### src/rtl/core/assert_macros.svh
// Assertion macros for the arm Jacobian RTL.
// No dependencies; define NO_ASSERTIONS to compile them out.
`ifndef ASSERT_MACROS_SVH
`define ASSERT_MACROS_SVH
`ifndef NO_ASSERTIONS
// property holds on every clock edge outside reset
`define SRJ_ASSERT(lbl, clk, rst_n, prop) \
lbl: assert property (@(posedge clk) disable iff (!rst_n) (prop)) \
    else $error("assertion failed");
// trigger on one edge implies result on the next
`define SRJ_ASSERT_NEXT(lbl, clk, rst_n, trig, res) \
lbl: assert property (@(posedge clk) disable iff (!rst_n) (trig) |=> (res)) \
    else $error("assertion failed");
`else
`define SRJ_ASSERT(lbl, clk, rst_n, prop)
`define SRJ_ASSERT_NEXT(lbl, clk, rst_n, trig, res)
`endif
`endif

### src/rtl/core/srj_pkg.sv
// Shared types, constants and arithmetic helpers for the arm Jacobian.
// No dependencies.
package srj_pkg;

    localparam int AQ_W  = 37;  // angle in Q.32 radians, q2+q3 included
    localparam int AR_W  = 38;  // range reduction
    localparam int Z_W   = 36;  // CORDIC residual angle
    localparam int XY_W  = 33;  // CORDIC x/y, Q1.30 with headroom
    localparam int NROWS = 6;

    typedef logic signed [31:0] unit_t;
    typedef logic signed [47:0] val_t;
    typedef logic [30:0]        creg_t;

    localparam logic signed [AR_W-1:0] PI_Q32      = 38'sd13493037705;
    localparam logic signed [AR_W-1:0] HALF_PI_Q32 = 38'sd6746518852;
    localparam logic signed [AR_W-1:0] TWO_PI_Q32  = 38'sd26986075409;
    localparam logic signed [XY_W-1:0] CORDIC_GAIN = 33'sd652032874;
    localparam unit_t                  ONE_Q30     = 32'sd1073741824;
    localparam logic [2:0]             LAST_ROW    = 3'd5;

    localparam int ST_BACKWARD = 0;
    localparam int ST_FLIP     = 1;
    localparam int ST_ELBOW    = 2;
    localparam int ST_WRIST    = 3;
    localparam int ST_EXTENDED = 4;
    localparam int ST_PARALLEL = 5;

    typedef enum logic [2:0] {
        REG_BASE_HEIGHT   = 3'd0,
        REG_UPPER_ARM     = 3'd1,
        REG_FOREARM       = 3'd2,
        REG_REACH_LIMIT   = 3'd3,
        REG_WRIST_MARGIN  = 3'd4,
        REG_EXT_MARGIN    = 3'd5,
        REG_PARALLEL_MARG = 3'd6
    } reg_idx_t;

    typedef struct packed {
        creg_t l1;
        creg_t l2;
        creg_t l3;
        creg_t reach;
        creg_t wab_margin;
        creg_t ext_margin;
        creg_t pw_margin;
    } cfg_t;

    typedef struct packed {
        unit_t s1;
        unit_t c1;
        unit_t s2;
        unit_t c2;
        unit_t s23;
        unit_t c23;
        unit_t s4;
        unit_t c4;
        unit_t s5;
        unit_t c5;
    } trig_t;

    // atan(2^-i) in Q.32, rounded; elaboration only
    function automatic logic signed [Z_W-1:0] atan_q32(int i);
        real r;
        r = $atan(2.0 ** (-i)) * 4294967296.0;
        return Z_W'(longint'(r));
    endfunction

    // Q.30 factor times value, split into 24-bit high and 16-bit low parts of v
    function automatic val_t mulq(val_t t, val_t v);
        logic signed [35:0] tn;
        logic signed [39:0] vn;
        logic signed [23:0] hi;
        logic [15:0]        lo;
        logic signed [59:0] p_hi;
        logic signed [52:0] p_lo;
        logic signed [61:0] acc;
        tn   = t[35:0];
        vn   = v[39:0];
        hi   = vn[39:16];
        lo   = vn[15:0];
        p_hi = tn * hi;
        p_lo = tn * $signed({1'b0, lo});
        acc  = 62'(p_hi) + 62'(p_lo >>> 16) + 62'sd8192;
        return val_t'(acc >>> 14);
    endfunction

endpackage

### src/rtl/core/srj_row_out.sv
// Row buffer: holds one finished Jacobian and hands it out a row per transfer.
// Depends on srj_pkg and assert_macros.svh.
`include "assert_macros.svh"
module srj_row_out
    import srj_pkg::*;
#(
    parameter int ENTRY_WIDTH = 32
)
(
    input  logic                          clk,
    input  logic                          rst_n,
    input  logic                          load_valid,
    input  logic [ENTRY_WIDTH-1:0]        ent [NROWS][NROWS],
    input  logic [5:0]                    status,
    output logic                          buf_ready,
    output logic                          out_valid,
    input  logic                          out_ready,
    output logic [2:0]                    row_index,
    output logic signed [ENTRY_WIDTH-1:0] col0,
    output logic signed [ENTRY_WIDTH-1:0] col1,
    output logic signed [ENTRY_WIDTH-1:0] col2,
    output logic signed [ENTRY_WIDTH-1:0] col3,
    output logic signed [ENTRY_WIDTH-1:0] col4,
    output logic signed [ENTRY_WIDTH-1:0] col5,
    output logic [5:0]                    status_bits,
    output logic                          singular,
    output logic                          last_row
);

    logic                   full_reg;
    logic [2:0]             row_reg;
    logic [ENTRY_WIDTH-1:0] ent_reg [NROWS][NROWS];
    logic [5:0]             st_reg;
    logic                   load;

    // a new set may land in the cycle the last row leaves
    assign buf_ready = !full_reg || (out_ready && row_reg == LAST_ROW);
    assign load      = load_valid && buf_ready;

    always_ff @(posedge clk or negedge rst_n)
    begin
        if (!rst_n)
        begin
            full_reg <= 1'b0;
            row_reg  <= '0;
        end
        else if (load)
        begin
            full_reg <= 1'b1;
            row_reg  <= '0;
        end
        else if (full_reg && out_ready)
        begin
            if (row_reg == LAST_ROW)
                full_reg <= 1'b0;
            else
                row_reg <= row_reg + 3'd1;
        end
    end

    always_ff @(posedge clk)
    begin
        if (load)
        begin
            ent_reg <= ent;
            st_reg  <= status;
        end
    end

    assign out_valid   = full_reg;
    assign row_index   = row_reg;
    assign col0        = ent_reg[row_reg][0];
    assign col1        = ent_reg[row_reg][1];
    assign col2        = ent_reg[row_reg][2];
    assign col3        = ent_reg[row_reg][3];
    assign col4        = ent_reg[row_reg][4];
    assign col5        = ent_reg[row_reg][5];
    assign status_bits = st_reg;
    assign singular    = |st_reg[ST_PARALLEL:ST_WRIST];
    assign last_row    = row_reg == LAST_ROW;

    `SRJ_ASSERT(a_row_in_range, clk, rst_n, !full_reg || row_reg <= LAST_ROW)
    `SRJ_ASSERT_NEXT(a_stall_holds, clk, rst_n, full_reg && !out_ready,
        full_reg && $stable(row_reg))
    `SRJ_ASSERT_NEXT(a_drain_empties, clk, rst_n,
        full_reg && out_ready && row_reg == LAST_ROW && !load_valid, !full_reg)
    `SRJ_ASSERT_NEXT(a_row_steps, clk, rst_n,
        full_reg && out_ready && row_reg != LAST_ROW, row_reg == $past(row_reg) + 3'd1)

endmodule

### config.mk
export PLATFORM = sky130hd
export DESIGN_NAME = srj_row_out
export DESIGN_NICKNAME = d
export VERILOG_FILES = /design/src/rtl/core/srj_pkg.sv /design/src/rtl/core/srj_row_out.sv
export VERILOG_INCLUDE_DIRS = /design/src /design/src/rtl/core
export SDC_FILE = /design/constraint.sdc
export NUM_CORES = 1
export LEC_CHECK = 0
export BUFFER_PORTS_ARGS = -buffer_cell sky130_fd_sc_hd__buf_2
export CAP_MARGIN = 30
export CORE_AREA = 2 2 535 537
export DETAILED_ROUTE_END_ITERATION = 8
export DIE_AREA = 0 0 537 539
export PLACE_DENSITY_LB_ADDON = 0.05
export REMOVE_ABC_BUFFERS = 1
export SETUP_SLACK_MARGIN = 0.02
export SYNTH_ARGS = -nofsm -noshare
export SYNTH_HDL_FRONTEND = slang
export SYNTH_SLANG_ARGS = --single-unit
### constraint.sdc
create_clock -name clk -period 55.9 [get_ports clk]
set_input_delay 8.385 -clock clk [delete_from_list [all_inputs] [get_ports clk]]
set_output_delay 8.385 -clock clk [all_outputs]
set_load 0.03 [all_outputs]
Word level (Yosys, flattened, before mapping)
Index checks and enable logic that the tools add are counted.
Widths: inputs -> output; s select.

word-level totals
  memory bits (writable) = 0
  bits in latches = 0
  output and inout bits = 205
  bits of input ports = 1,162
  ROM bits = 0
  memories kept = 0
  word-level logic and storage cells = 63
  register bits = 1,162

cells by class
  multiply operators = 0
  bitwise operators = 1
  shift-type cells = 0
  multiplexer cells = 9
  $lt $le $gt $ge = 1
  equality and inequality tests = 2
  div/mod/pow operators = 0
  add/subtract/negate cells = 1
  reductions and logical operators = 10

operators by type and width
  operator             count
  $bmux 192 s3         1
  $mux 192             2
  $mux 3               3
  $ge 4x4->1 const B   1
  $not 3->4            1
  $reduce_and 2->1     2
  $reduce_bool 2->1    2
  $add 3x1->3 const B  1
  $eq 3x3->1 const B   1
  $logic_and 1x1->1    3
  $mux 1               3
  $reduce_or 3->1      1
  $ne 2x1->1 const B   1
  $logic_not 1->1      1
  $logic_or 1x1->1     1

Logic depth before layout (Yosys ltp)
  depth after elaboration = 6
  mapped depth = 7
  mapped depth without buffers = 6

Worst setup path before layout
No wires, ideal clock.

  path kind = input to register
  start = in out_ready
  end = reg ent_reg[0] (netlist name) (enable)
  setup time = 1,679 ps
  path slack = 19,423 ps
  buffers on the path = 0
  arrival time = 34,798 ps
  stages on the path = 3
  data required time = 54,221 ps
  cell sequence = nand3_1 nand2_1 and2_1

between the ends
  cells in the longest elaborated chain, start to end = 3

RTL lines
  item                    RTL line           text
  start: declaration      srj_row_out.sv:17  input logic out_ready,
  $logic_and 1x1->1       srj_row_out.sv:37  assign buf_ready = !full_reg || (out_ready && row_reg == LAST_ROW);
  $logic_or 1x1->1        srj_row_out.sv:37
  net buf_ready           srj_row_out.sv:15  output logic buf_ready,
  $logic_and 1x1->1       srj_row_out.sv:38  assign load = load_valid && buf_ready;
  net load                srj_row_out.sv:34  logic load;
  end signal: assignment  srj_row_out.sv:65  ent_reg <= ent;
  end: declaration        srj_row_out.sv:32  logic [ENTRY_WIDTH-1:0] ent_reg [NROWS][NROWS];

The timed path passes the listed nets, and every way through them passes these cells.
A chain may end at the register's enable or synchronous reset.

Final worst setup path
  start = in out_ready
  end = out buf_ready

between the ends
  cells in the longest elaborated chain, start to end = 2

RTL lines
  item               RTL line
  $logic_and 1x1->1  srj_row_out.sv:37
  $logic_or 1x1->1   srj_row_out.sv:37
  end: declaration   srj_row_out.sv:15

Every way passes these cells.

==> metrics.md <==
| Metric | Value |
|---|---|
| Status | `complete, no violations` |
| R2R Path Start | `row_index[0]` |
| Root Buffer | `clkbuf_16` |
| Main flop type after synthesis | `edfxtp_1` |
| Clock network power share | `30.3%` |
| Leading area contributor after synthesis | `edfxtp_1` |
| R2r setup slk | `49.72 ns` |
| Seq cells post-synth | `approximately 1200` |
| Tmin final | `17.56 ns` |
| Setup TNS | `0 ns` |
| Clock sinks | `1162` |
| Resize count post-CTS | `0` |
| Setup Buffers After CTS | `0` |
| Hold Path Class | `flip-flop to flip-flop` |
| Synth top area share | `76.19%` |
| Clock-pin transition on the worst setup and hold timing paths | `~0.06 ns` |
| Die area | `0.2894 mm^2` |
| Combinational group share of total power | `35.6%` |
| Global-route wire length before repair | `about 270000 um` |
| Share of flip-flops with an asynchronous set or reset | `less than 1%` |
| PortBufs | `approximately 1400` |
| Initial Utilization | `16.07%` |
| Synth top area cells | `edfxtp_1 76%, mux2i_1 8.4%, o221ai_2 4.8%, mux2_4 3.6%, nand2_1 1.6%` |
| Switching share of power | `a little under two fifths` |
| Count of cell types in the netlist | `29` |
| Antenna violations before repair | `436` |
| ANT nets after route | `0` |
| Crit path max fanout | `7` |
| Worst hold slack | `0.7409 ns` |
| Synth Instances | `between 2000 and 2500` |
| Boundary pin count | `1367` |
| Max reg flops | `1152` |
| Number of global-route vias before repair | `around 29000` |
| Largest net degree at the start of global routing | `around 170` |
| Chip Width | `between 500 and 600 um` |
| R2R cell count | `9` |
| P_int | `1965 uW` |
| Post-CTS Hold Buffers | `0` |
| Synth Cell Area | `0.04564 mm^2` |
| Startpoint types | `primary input` |
| Final hold vios | `0` |
| Grt total ovfl | `0` |
| Total CTS buffers | `162` |
| CP required | `47.52 ns` |
| Final worst-path cycle share | `approximately a third` |
| Crit path launch | `out_ready` |
| Share of cells above drive strength 1 | `around half` |
| Slew HR | `22.62%` |
| Capture point of the worst path | `buf_ready` |
| Vias post-DR | `28070` |
| H-tree depth | `4` |
| Clock latency on the worst-skew pair | `0.81 ns` |
| Top cells by count, synth | `1158 x edfxtp_1, 384 x mux2i_1, 195 x nand2_1` |
| Total GRT Usage | `between 10 and 15%` |
| Synthesized area per cell | `roughly 20 um^2` |
| Nets | `approximately 4900` |
| Die Height | `539 um` |
| TritonCTS clock tree | `yes` |
| Core Region | `around 0.28 mm^2` |
| Rows | `196` |
| Final Skew | `0.03568 ns` |
| Max IR drop VDD | `0.02895 mV` |
| CTS Buffer Depth | `4` |
| Residual DRC | `0` |
| Pins over their slew limit | `0` |
| Worst path arrival time | `9.18 ns` |
| EDFF count, synth | `roughly 1200` |
| Max frequency | `about 57 MHz` |
| Starting DRT DRC Count | `1462` |
| Crit path capture type | `output port` |
| Net Switching | `1221 uW` |
| Area delta synth->final | `35.59%` |
| Final setup fails | `0` |
| FF-to-FF End | `ent_reg[261]` |
| Avg Vias per Cell | `3.646` |
| P_leak | `0.02266 uW` |
| RSZ-0062 raised after global routing | `no` |
| Seq/Total Area, Yosys | `about three quarters` |
| RD Place Congestion | `0.7364` |
| Power density cells | `51.50 mW/mm^2` |
| Most frequent cell after synthesis | `edfxtp_1` |
| Total length of routed wires | `203200 um` |
| Post-DR wirelength/cell | `26.39 um` |
| Max cap viols | `0` |
| WS Path Type | `primary input to output port` |
| Yosys warnings | `0` |
| Sequential power share | `34.1%` |
| Slew @ Worst Pin | `1.161 ns` |
| Drt pass-1 iters | `5` |
| Post-DP HPWL | `149100 um` |
==> layer usage <==
metal	track usage [%]	routed length, um
met1	14.40	72560
met2	23.00	97320
met3	7.022	25010
met4	4.069	6825
met5	0	1474
==> layout by cell type, fill, tap and decap left out, types with 2 or more instances in the layout <==
cell type / netlist / routed
buf_2: 65 / 1366
edfxtp_1: 1158 / 1158
mux2i_1: 384 / 384
nand2_1: 195 / 194
clkbuf_16: 0 / 165
o221ai_2: 146 / 146
mux2_4: 110 / 110
diode_2: 0 / 85
clkbuf_1: 3 / 49
mux2_1: 47 / 47
o221ai_1: 46 / 46
mux2_2: 35 / 35
clkinv_1: 0 / 34
buf_4: 30 / 32
clkinv_2: 0 / 31
buf_12: 0 / 8
nand2b_1: 5 / 4
clkinv_8: 0 / 3
inv_6: 0 / 3
buf_16: 0 / 3
inv_1: 2 / 2
a21oi_1: 2 / 2
a22o_1: 2 / 2
o21ai_0: 2 / 2
ha_1: 2 / 2
clkinvlp_4: 0 / 2
bufinv_16: 0 / 2
clkbuf_8: 0 / 2
dfrtp_1: 4 / 2
dfrtp_4: 0 / 2
==> through the flow <==
stage | setup slack [ns] | total power (uW) | util [%] | instances | cell area (um^2)
floorplan | 19.42 | 2176 | - | 2149 | 44780
global placement | 38.28 | 2296 | 19.98 | 7317 | 56750
detailed placement | 38.29 | 2289 | 19.99 | 7318 | 56780
CTS | 38.29 | 3289 | 21.70 | 7612 | 61610
global route | 38.26 | 3358 | 21.74 | 7642 | 61740
finish | 38.34 | 3187 | 21.79 | 7699 | 61880
==> worst max-delay path: stages <==
cell,delay [ns]
buf_2,0.17
nand3_1,0.12
nand2_1,0.25
buf_2,0.25
==> how the worst min path moves through the flow <==
stage          slack (ns)  depth (start not counted)      start            to
2_1_floorplan        0.78                          1  out_valid  row_index[0]
3_3_place_gp         0.74                          1  out_valid  row_index[0]
3_5_place_dp         0.71                          1  out_valid  row_index[0]
4_1_cts              0.73                          1  out_valid  row_index[0]
5_1_grt              0.75                          1  out_valid  row_index[0]
6_report             0.74                          1  out_valid  row_index[0]
==> kinds of logic after synthesis <==
group / Yosys count / synth area share (%)
mux: 576 / 14.06
buf+inv: 131 / 1.914
fa+ha+maj: 2 / 0.05482
simple gates: 206 / 1.755
compound gates: 200 / 5.801
flops: 1162 / 76.41
==> layout make-up <==
| class | count | area [um^2] |
|---|---|---|
| clock inverter | 78 | 491.7 |
| clock buffer | 216 | 4340 |
| timing repair buffer | 1409 | 7320 |
| sequential | 1162 | 34880 |
| multi-input combinational | 984 | 9917 |
| tap | 3762 | 4707 |
| fill | 30220 | 222100 |
| antenna | 85 | 212.7 |
| inverter | 3 | 11.26 |
==> power groups by stage <==
stage	registers, uW	logic, uW	clock network [uW]
after floorplan	1280	897	0
after detailed placement	1110	1180	0
after CTS	1090	1190	1010
after global placement	1110	1190	0
final	1090	1130	966
after global routing	1090	1220	1040
No activity file was read; power rests on OpenSTA's default activity.
